--- src/rtl/u8csf_pkg.sv ---
`timescale 1ns / 1ps
package u8csf_pkg;

   localparam int WinDepth = 4;

   localparam logic REQ_DATA  = 1'b0;
   localparam logic REQ_CLEAR = 1'b1;

   typedef struct packed {
      logic       req_type;
      logic [7:0] in_byte;
   } req_item_type;

   typedef struct packed {
      logic [7:0] out_byte;
      logic       last_of_run;
   } rsp_item_type;

   typedef enum logic [1:0] {
      ST_IDLE,
      ST_SCAN,
      ST_EMIT
   } state_type;

   typedef struct packed {
      logic load;
      logic clear;
      logic drop;
      logic start_emit;
      logic emit;
      logic flush;
   } cmd_type;

   typedef struct packed {
      logic [2:0] lead_len;
      logic [2:0] win_cnt;
      logic       cont_ok;
      logic       move_ok;
      logic       emit_last;
   } status_type;

   // sequence length from the lead byte, zero when it cannot lead
   function automatic logic [2:0] seq_length(input logic [7:0] c);
      logic [2:0] len;
      if ((c & 8'h80) == 8'h00) begin
         len = 3'd1;
      end else if ((c & 8'hE0) == 8'hC0) begin
         len = 3'd2;
      end else if ((c & 8'hF0) == 8'hE0) begin
         len = 3'd3;
      end else if ((c & 8'hF8) == 8'hF0) begin
         len = 3'd4;
      end else begin
         len = 3'd0;
      end
      return len;
   endfunction

endpackage

--- src/rtl/u8csf_ctrl.sv ---
`timescale 1ns / 1ps
module u8csf_ctrl (
   input  logic                  clock,
   input  logic                  reset,
   input  logic                  req_valid,
   input  logic                  req_clear,
   input  u8csf_pkg::status_type status,
   output logic                  req_stall,
   output u8csf_pkg::state_type  state,
   output u8csf_pkg::cmd_type    cmd
);

   u8csf_pkg::state_type state_ff;
   u8csf_pkg::state_type state_in;
   logic                 seq_done;
   logic                 seq_bad;

   assign seq_done = (status.win_cnt == 3'd0) ||
                     ((status.lead_len != 3'd0) && (status.lead_len > status.win_cnt));
   assign seq_bad  = (status.lead_len == 3'd0) || !status.cont_ok;

   always_ff @(posedge clock) begin
      if (reset) begin
         state_ff <= u8csf_pkg::ST_IDLE;
      end else begin
         state_ff <= state_in;
      end
   end

   always_comb begin
      state_in = state_ff;
      unique case (state_ff)
         u8csf_pkg::ST_IDLE: begin
            if (req_valid && !req_clear) begin
               state_in = u8csf_pkg::ST_SCAN;
            end
         end
         u8csf_pkg::ST_SCAN: begin
            if (seq_done) begin
               if (status.move_ok) begin
                  state_in = u8csf_pkg::ST_IDLE;
               end
            end else if (!seq_bad) begin
               state_in = u8csf_pkg::ST_EMIT;
            end
         end
         u8csf_pkg::ST_EMIT: begin
            if (status.move_ok && status.emit_last) begin
               state_in = u8csf_pkg::ST_SCAN;
            end
         end
         default: state_in = u8csf_pkg::ST_IDLE;
      endcase
   end

   always_comb begin
      cmd       = '0;
      req_stall = 1'b1;
      unique case (state_ff)
         u8csf_pkg::ST_IDLE: begin
            req_stall = 1'b0;
            cmd.load  = req_valid && !req_clear;
            cmd.clear = req_valid && req_clear;
         end
         u8csf_pkg::ST_SCAN: begin
            if (seq_done) begin
               cmd.flush = status.move_ok;
            end else if (seq_bad) begin
               cmd.drop = 1'b1;
            end else begin
               cmd.start_emit = 1'b1;
            end
         end
         u8csf_pkg::ST_EMIT: begin
            cmd.emit = status.move_ok;
         end
         default: begin
            cmd = '0;
         end
      endcase
   end

   assign state = state_ff;

endmodule

--- src/rtl/u8csf_dp.sv ---
`timescale 1ns / 1ps
module u8csf_dp (
   input  logic                    clock,
   input  logic                    reset,
   input  logic [7:0]              in_byte,
   input  u8csf_pkg::cmd_type      cmd,
   input  logic                    rsp_stall,
   output logic                    rsp_valid,
   output u8csf_pkg::rsp_item_type rsp_data,
   output u8csf_pkg::status_type   status
);

   logic [7:0]              win_ff [u8csf_pkg::WinDepth];
   logic [7:0]              win_in [u8csf_pkg::WinDepth];
   logic [2:0]              cnt_ff;
   logic [2:0]              cnt_in;
   logic [2:0]              emit_cnt_ff;
   logic [2:0]              emit_cnt_in;
   logic [7:0]              pend_byte_ff;
   logic [7:0]              pend_byte_in;
   logic                    pend_valid_ff;
   logic                    pend_valid_in;
   logic                    rsp_valid_ff;
   logic                    rsp_valid_in;
   u8csf_pkg::rsp_item_type rsp_data_ff;
   u8csf_pkg::rsp_item_type rsp_data_in;
   logic [2:0]              lead_len;
   logic                    cont_ok;

   assign lead_len = u8csf_pkg::seq_length(win_ff[0]);

   always_comb begin
      cont_ok = 1'b1;
      for (int i = 1; i < u8csf_pkg::WinDepth; i++) begin
         if ((3'(i) < lead_len) && (win_ff[i][7:6] != 2'b10)) begin
            cont_ok = 1'b0;
         end
      end
   end

   always_comb begin
      win_in        = win_ff;
      cnt_in        = cnt_ff;
      emit_cnt_in   = emit_cnt_ff;
      pend_byte_in  = pend_byte_ff;
      pend_valid_in = pend_valid_ff;
      rsp_data_in   = rsp_data_ff;
      rsp_valid_in  = rsp_valid_ff && rsp_stall;

      if (cmd.clear) begin
         cnt_in = 3'd0;
      end
      if (cmd.load) begin
         win_in[cnt_ff[1:0]] = in_byte;
         cnt_in              = cnt_ff + 3'd1;
      end
      if (cmd.drop || cmd.emit) begin
         for (int i = 0; i < u8csf_pkg::WinDepth - 1; i++) begin
            win_in[i] = win_ff[i + 1];
         end
         cnt_in = cnt_ff - 3'd1;
      end
      if (cmd.start_emit) begin
         emit_cnt_in = lead_len;
      end
      // one byte of lookahead so the last byte of the request gets its flag
      if (cmd.emit) begin
         emit_cnt_in   = emit_cnt_ff - 3'd1;
         pend_byte_in  = win_ff[0];
         pend_valid_in = 1'b1;
         if (pend_valid_ff) begin
            rsp_data_in  = '{out_byte: pend_byte_ff, last_of_run: 1'b0};
            rsp_valid_in = 1'b1;
         end
      end
      if (cmd.flush && pend_valid_ff) begin
         rsp_data_in   = '{out_byte: pend_byte_ff, last_of_run: 1'b1};
         rsp_valid_in  = 1'b1;
         pend_valid_in = 1'b0;
      end
   end

   always_ff @(posedge clock) begin
      if (reset) begin
         cnt_ff        <= 3'd0;
         pend_valid_ff <= 1'b0;
         rsp_valid_ff  <= 1'b0;
      end else begin
         cnt_ff        <= cnt_in;
         pend_valid_ff <= pend_valid_in;
         rsp_valid_ff  <= rsp_valid_in;
      end
   end

   always_ff @(posedge clock) begin
      win_ff       <= win_in;
      emit_cnt_ff  <= emit_cnt_in;
      pend_byte_ff <= pend_byte_in;
      rsp_data_ff  <= rsp_data_in;
   end

   assign status.lead_len  = lead_len;
   assign status.win_cnt   = cnt_ff;
   assign status.cont_ok   = cont_ok;
   assign status.move_ok   = !pend_valid_ff || !rsp_valid_ff || !rsp_stall;
   assign status.emit_last = (emit_cnt_ff == 3'd1);

   assign rsp_valid = rsp_valid_ff;
   assign rsp_data  = rsp_data_ff;

endmodule

--- src/rtl/utf8_complete_sequence_filter_top.sv ---
`timescale 1ns / 1ps
// UTF-8 complete-sequence filter. Each data request appends one byte to a
// window of up to four bytes (the held partial sequence plus the new byte);
// a sequencer then walks that window one step per cycle unless rsp_stall
// holds it: checking a lead, dropping a byte that cannot lead or whose
// sequence has a bad continuation, or releasing one byte of a good sequence.
// Released bytes leave in stream order, last_of_run marks the final byte
// released by a request. A clear request empties the window and produces
// nothing. A data byte is taken while idle; scan checks the lead, emit
// releases each byte of a complete sequence and goes back to scan, and a
// scan with no complete sequence left returns to idle, each dropped byte
// adding a scan step. The result register lets the next request be taken
// while the final byte of the previous one waits on rsp_stall.
module utf8_complete_sequence_filter_top (
   input  logic                    clock,
   input  logic                    reset,
   input  logic                    req_valid,
   output logic                    req_stall,
   input  u8csf_pkg::req_item_type req_data,
   output logic                    rsp_valid,
   input  logic                    rsp_stall,
   output u8csf_pkg::rsp_item_type rsp_data
);

   u8csf_pkg::cmd_type    cmd;
   u8csf_pkg::status_type dp_status;
   u8csf_pkg::state_type  state;
   logic                  req_clear;

   assign req_clear = (req_data.req_type == u8csf_pkg::REQ_CLEAR);

   u8csf_ctrl u_ctrl (
      .clock     (clock),
      .reset     (reset),
      .req_valid (req_valid),
      .req_clear (req_clear),
      .status    (dp_status),
      .req_stall (req_stall),
      .state     (state),
      .cmd       (cmd)
   );

   u8csf_dp u_dp (
      .clock     (clock),
      .reset     (reset),
      .in_byte   (req_data.in_byte),
      .cmd       (cmd),
      .rsp_stall (rsp_stall),
      .rsp_valid (rsp_valid),
      .rsp_data  (rsp_data),
      .status    (dp_status)
   );

   // held tail never exceeds three bytes between requests
   a_held_fits: assert property (@(posedge clock) disable iff (reset)
      (state == u8csf_pkg::ST_IDLE) |-> (dp_status.win_cnt != 3'd4))
      else $error("held tail too long");

   // a data request always starts a scan
   a_data_busy: assert property (@(posedge clock) disable iff (reset)
      (req_valid && !req_stall && !req_clear) |=> req_stall)
      else $error("data request did not start a scan");

   // a clear request empties the held bytes
   a_clear_empty: assert property (@(posedge clock) disable iff (reset)
      (req_valid && !req_stall && req_clear) |=> (dp_status.win_cnt == 3'd0))
      else $error("clear left held bytes");

   // bytes are released only from a complete sequence
   a_emit_fits: assert property (@(posedge clock) disable iff (reset)
      cmd.start_emit |-> (dp_status.lead_len != 3'd0 &&
                          dp_status.lead_len <= dp_status.win_cnt && dp_status.cont_ok))
      else $error("release of an incomplete sequence");

endmodule
--- config.mk ---
export PLATFORM = sky130hd
export DESIGN_NAME = utf8_complete_sequence_filter_top
export DESIGN_NICKNAME = d
export VERILOG_FILES = /design/src/rtl/u8csf_pkg.sv /design/src/rtl/u8csf_ctrl.sv /design/src/rtl/u8csf_dp.sv /design/src/rtl/utf8_complete_sequence_filter_top.sv
export SDC_FILE = /design/constraint.sdc
export NUM_CORES = 1
export LEC_CHECK = 0
export BUFFER_PORTS_ARGS = -buffer_cell sky130_fd_sc_hd__buf_2
export CORE_UTILIZATION = 40
export DETAILED_ROUTE_END_ITERATION = 8
export SLEW_MARGIN = 0
export SYNTH_ARGS = -nofsm -noshare
export SYNTH_HDL_FRONTEND = slang
export SYNTH_SLANG_ARGS = --single-unit
export TNS_END_PERCENT = 50
--- constraint.sdc ---
create_clock -name clock -period 3.3 [get_ports clock]
set_input_delay 0.33 -clock clock [delete_from_list [all_inputs] [get_ports clock]]
set_output_delay 0.33 -clock clock [all_outputs]
set_load 0.005 [all_outputs]
==> results of run 1 <==
==> cell usage in the layout (no fill, tap or decap), drive strengths merged, types with 2 or more instances in the layout <==
cell	synthesis	layout
nand3	8	8
ha	10	10
clkbuf	5	11
buf	3	26
or2	3	3
a311oi	3	3
nor3	5	5
edfxtp	51	51
o21ai	7	7
and2	12	12
dfxtp	8	8
bufinv	0	2
a22o	24	24
a211oi	3	3
nor2b	3	3
o31ai	2	2
a21oi	8	8
clkinv	0	2
nor2	6	6
o211ai	2	2
inv	14	14
nand2	12	12
and2b	2	2
==> cell families after synthesis <==
group | Yosys count | share of synthesized area
flops | 59 | 0.6151
compound gates | 56 | 0.1756
simple gates | 56 | 0.1124
buf+inv | 22 | 0.03958
fa+ha+maj | 10 | 0.04550
xor+xnor | 2 | 0.006371
mux | 1 | 0.005458
==> state kept, by name, indices dropped and copies added, names as in the netlist <==
| signal | count |
|---|---|
| u_ctrl.state | 2 |
| u_dp.rsp_valid | 1 |
| u_dp.rsp_data | 9 |
| u_dp.pend_byte_ff | 8 |
| u_dp.emit_cnt_ff | 3 |
| u_dp.cnt_ff | 3 |
| u_dp.win_ff | 32 |
| u_dp.pend_valid_ff | 1 |
==> layer usage <==
metal / vias to the layer above / wire (um) / share of wire
met3: 7 / 151 / 0.036
met2: 32 / 1900 / 0.46
met4: 0 / 70 / 0.017
met5: - / 0 / 0
met1: 763 / 2044 / 0.49
li1: 836 / - / -
==> power groups by stage <==
stage          Clock [mW]  Sequential (mW)  Combinational, mW
2_1_floorplan           0            0.855             0.0816
6_report            0.690            0.843              0.110
3_5_place_dp            0            0.859              0.110
3_3_place_gp            0            0.858              0.107
4_1_cts             0.714            0.843              0.110
5_1_grt             0.747            0.845              0.124
==> final timing paths <==
path                            slack (ns)                   end  cells past startpoint       startpoint
worst max-delay path                  0.34       u_dp.win_ff[15]                      7  u_dp.win_ff[30]
worst min-delay path                  0.23        u_dp.win_ff[5]                      1      req_data[5]
worst max register to register        0.34       u_dp.win_ff[15]                      7  u_dp.win_ff[30]
worst min register to register        0.42  u_dp.pend_byte_ff[2]                      0  u_dp.win_ff[26]
==> critical path: stages (launching register included) <==
cell and delay, ns:
edfxtp_1 0.39, nand2_1 0.16, a21oi_1 0.22, ha_1 0.28, a211oi_1 0.46, o21ai_0 0.28, o211ai_4 0.47, or2_1 0.37
==> cell type report <==
type                            instances  share of cell area
Clock buffer                           11             0.04188
Sequential cell                        59              0.5393
Timing Repair Buffer                   26             0.04388
Tap cell                               77             0.03071
Inverter                               14             0.01675
Multi-Input combinational cell        125              0.3028
Clock inverter                          5             0.02473
==> reports/metrics.yaml, run 1 <==
pwr:
  comb_power_share: 0.067
  internal_power_mw: 1.296
  seq_power_share: 0.513
  clockPowerShare: 0.420
  power.switching_uw: 347.2
  powerDensity_nw_per_um2: 523.8
  p_leak_nw: 1.139
  power_mw: 1.643
  ir_drop_uv: 361.8
  swShare: 0.2114
synthesis:
  ys.flop_type: "edfxtp_1"
  avgSynthCellArea_sq_um: 13.35
  async_flop_share: 0
  syn_area_sq_um: 2750
  synth-edff-count: 51
  synth_area_leader_cell: "edfxtp_1"
  synth_cell_types: 43
  ys_seq_elements: 59
  yosys_warnings: 0
  synth.most_common_cell: "edfxtp_1"
  yosysSeqAreaShare: 0.6151
  synth_area_leaders: "edfxtp_1 (56%), a22o_1 (7.3%), dfxtp_1 (5.8%)"
  yosys-top-cells-count: "edfxtp_1 (51), a22o_1 (23), inv_1 (14), and2_1 (12), nand2_1 (11)"
  syn_inst: 206
  netlist.area_leader.share: 0.5569
  synth_fp_nets: 229
final_layout:
  n_fill_cell: 594
  final_net_count: 258
  final_area_sq_um: 3137
  areaGrowthSynthToFinish_pct: 14.06
  stdcell_count: 317
  insertedDiodeCount: 0
  final_util: 0.4830
  multi_input_area_sq_um: 949.7
  regArea_sq_um: 1692
  drive_gt1_frac: 0.2292
routing:
  vias: 1638
  vias_per_cell: 5.167
  wl_um: 4167
  drc: 0
  antenna_left: 0
  drtIter0Drc: 94
  wire_per_inst_um: 13.15
  drt_first_pass_iters: 6
timing:
  clock.fmax_ghz: 0.3376
  tightest_slew_ns: 0.4845
  grt_setup_unrepaired: "false"
  min_period_over_period: 0.8976
  setup_ws_ns: 0.3378
  relSlewSlack: 0.6751
  min_period_ns: 2.962
  maxSlewViolCount: 0
  tns_ns: 0
  hold_viol_final: 0
  setup_violations: 0
  timing.hold.ws_ns: 0.2320
  clock_skew_ns: 0.006726
critical_path:
  crit_required_ns: 3.30
  worstSetupEndpointType: "register"
  critPathLaunchType: "register"
  critical_path_class: "reg -> reg"
  worstPathArrival_ns: 2.96
  path_max_fanout: 18
clocking:
  clk_path_buf_depth: 2
  postCtsSetupBuffers: 0
  postCtsHoldBufs: 0
  cts_sinks: 59
  cts-root-buf: "clkbuf_8"
  cts.clk_slew.worst_paths_ns: 0.06
  cts_resized: 0
  htree_levels: 3
  numCtsBuffers: 9
  clock_latency_ns: 0.33
  tritoncts: "built"
die:
  core_sq_um: 6495
  die_area_sq_um: 7211
  die_x_um: 84.92
  start_util: 0.4234
  rows: 29
  die_y_um: 84.92
  ios: 24
status:
  status: "completed"
grt:
  grt_max_degree: 19
  gr-usage-met2: 0.1944
  grt_pass1_vias: 1530
  use_met1: 0.1698
  antenna_found_initial: 0
  track_usage: 0.1308
  grt-ovfl-total: 0
  use_met3: 0.04475
  busiest_layer: "met2"
  grt_pass1_wl_um: 7058
min_path:
  hold_path_class: "in -> reg"
place:
  placed_area_sq_um: 2928
  dp.cells: 301
  gp_congestion: 0.8522
  port-buffer-count: 23
  dp_slack_ns: 0.3652
  dp_hpwl_um: 3009
job:
  cap_violations: 0
Note: power is estimated with default switching activity, not from simulation.
==> run 2, diff against run 1 <==
--- a/config.mk
+++ b/config.mk
@@ -6,8 +6,9 @@
 export NUM_CORES = 1
 export LEC_CHECK = 0
 export BUFFER_PORTS_ARGS = -buffer_cell sky130_fd_sc_hd__buf_2
-export CORE_UTILIZATION = 40
+export CORE_UTILIZATION = 50
 export DETAILED_ROUTE_END_ITERATION = 8
+export PLACE_DENSITY = 0.69
 export SLEW_MARGIN = 0
 export SYNTH_ARGS = -nofsm -noshare
 export SYNTH_HDL_FRONTEND = slang
==> run 2 against run 1 <==
Critical path depth unchanged. Register-to-register slack better by 0.096 ns. First-iteration DRC count grew 1.1%. Global-route usage increased by 3.6 points. Flip-flop and latch count is the same. Critical endpoint is now u_dp.win_ff[10]. Combinational power is essentially flat. Via count up 2.6%. Fmax up 3.4%. Wire length up 5.1%. Clock-buffer cell count is 2 lower. Worst setup slack improved by 0.096 ns.
==> reports/metrics.yaml, run 2 (synthesis results as in run 1) <==
status:
  status: "completed"  # unchanged
final_layout:
  final_net_count: 258  # unchanged
  final_cell_mix: "edfxtp_1 (51), a22o_1 (23), buf_2 (23), inv_1 (14), and2_1 (12)"  # unchanged
  regMostFlops: "u_dp.win_ff"  # unchanged
  stdcell_count: 310  # was 317
  insertedDiodeCount: 0  # unchanged
  final_common_cell: "edfxtp_1"  # unchanged
  drive_gt1_frac: 0.2333  # was 0.2292
  largest_reg_flops: 32  # unchanged
  areaGrowthSynthToFinish_pct: 13.10  # was 14.06%
die:
  core_sq_um: 5205  # was 6495 sq um
  rows: 26  # was 29
  die_y_um: 76.17  # was 84.92 um
  start_util: 0.5284  # was 0.4234
  die_area_sq_um: 5801  # was 7211 sq um
  die_x_um: 76.17  # was 84.92 um
  ios: 24  # unchanged
pwr:
  p_leak_nw: 1.128  # was 1.139 nW
  internal_power_mw: 1.218  # was 1.296 mW
  swShare: 0.2330  # was 0.2114
  power.switching_uw: 370.0  # was 347.2 uW
  seq_power_share: 0.531  # was 0.513
  clockPowerShare: 0.399  # was 0.420
  ir_drop_uv: 309.2  # was 361.8 uV
  comb_power_share: 0.071  # was 0.067
  powerDensity_nw_per_um2: 510.7  # was 523.8 nW/um^2
routing:
  drc: 0  # unchanged
  vias_per_cell: 5.419  # was 5.167
  wire_per_inst_um: 14.13  # was 13.15 um
  drtIter0Drc: 95  # was 94
  drt_first_pass_iters: 4  # was 6
  vias: 1680  # was 1638
  wl_um: 4381  # was 4167 um
  antenna_left: 0  # unchanged
timing:
  hold_viol_final: 0  # unchanged
  maxSlewViolCount: 0  # unchanged
  clock_skew_ns: 0.006236  # was 0.006726 ns
  tightest_slew_ns: 0.4435  # was 0.4845 ns
  setup_violations: 0  # unchanged
  relSlewSlack: 0.7025  # was 0.6751
  min_period_ns: 2.866  # was 2.962 ns
  clock.fmax_ghz: 0.3489  # was 0.3376 GHz
  grt_setup_unrepaired: "false"  # unchanged
  tns_ns: 0  # unchanged
  min_period_over_period: 0.8685  # was 0.8976
place:
  dp.cells: 294  # was 301
  dp_hpwl_um: 3158  # was 3009 um
  gp_congestion: 0.7915  # was 0.8522
  port-buffer-count: 23  # unchanged
grt:
  grt_pass1_wl_um: 7445  # was 7058 um
  grt-ovfl-total: 0  # unchanged
  grt_max_degree: 18  # was 19
  antenna_found_initial: 0  # unchanged
  grt_pass1_vias: 1652  # was 1530
  track_usage: 0.1664  # was 0.1308
clocking:
  cts_resized: 0  # unchanged
  postCtsHoldBufs: 0  # unchanged
  numCtsBuffers: 9  # unchanged
  clock_latency_ns: 0.33  # about the same
  cts_sinks: 59  # unchanged
  tritoncts: "built"  # unchanged
  cts-root-buf: "clkbuf_8"  # unchanged
  postCtsSetupBuffers: 0  # unchanged
  clk_path_buf_depth: 2  # unchanged
  htree_levels: 3  # unchanged
  cts.clk_slew.worst_paths_ns: 0.07  # was 0.06 ns
job:
  cap_violations: 0  # unchanged
critical_path:
  worstSetupEndpointType: "register"  # unchanged
  worstPathArrival_ns: 2.86  # was 2.96 ns
  critPathLaunchType: "register"  # unchanged
  path_max_fanout: 13  # was 18
  crit_required_ns: 3.30  # about the same
  critical_path_class: "reg -> reg"  # unchanged
min_path:
  hold_path_class: "in -> reg"  # unchanged
run 2: cell types whose count changed in the layout (fill, tap and decap cells not counted):
cell / delta
clkbuf_1: -2
bufinv_16: -1
clkinv_1: +1
clkinvlp_4: +1
inv_6: +1
run 2: critical path, cell delays in order, from the launching register on:
cell	delay (ns)
edfxtp_1	0.39
nand2_1	0.16
a21oi_1	0.23
ha_1	0.28
a211oi_1	0.43
o21ai_0	0.27
o211ai_4	0.40
or2_1	0.37
run 2: metrics by stage:
| step | cell area, sq um | utilization | setup WS [ns] | hold slack, ns | power, mW |
|---|---|---|---|---|---|
| floorplan | 2750 | - | 0.7385 | 0.4003 | 0.9369 |
| global placement | 2919 | 0.5608 | 0.5537 | 0.4067 | 0.9655 |
| detailed placement | 2919 | 0.5608 | 0.4179 | 0.4045 | 0.9704 |
| CTS | 3110 | 0.5976 | 0.4048 | 0.2319 | 1.602 |
| global route | 3110 | 0.5976 | 0.1443 | 0.2326 | 1.649 |
| finish | 3110 | 0.5976 | 0.4340 | 0.2354 | 1.588 |
run 2: final cells by class:
type	instances	area [sq um]
Multi-Input combinational cell	125	949.7
Clock buffer	9	123.9
Fill cell	432	2095
Timing Repair Buffer	26	137.6
Clock inverter	7	67.56
Tap cell	70	87.58
Inverter	14	52.55
Sequential cell	59	1692
run 2: worst paths after layout:
kind	slack, ns	startpoint	endpoint	cells after the start
worst max register to register	0.43	u_dp.win_ff[30]	u_dp.win_ff[10]	7
worst min-delay path	0.24	req_data[4]	u_dp.win_ff[4]	1
worst max-delay path	0.43	u_dp.win_ff[30]	u_dp.win_ff[10]	7
worst min register to register	0.42	u_dp.win_ff[25]	u_dp.pend_byte_ff[1]	0
run 2: power groups by stage:
stage	clock network (mW)	registers (mW)	logic, mW
after floorplan	0	0.855	0.0816
after global placement	0	0.858	0.108
after detailed placement	0	0.859	0.111
after CTS	0.647	0.843	0.113
after global routing	0.678	0.845	0.126
final	0.633	0.843	0.112
run 2: layer usage:
metal,routed length (um),track usage
met2,2036,0.2700
met1,2117,0.2126
met3,157,0.03593
met5,0,0
met4,70,0.08077
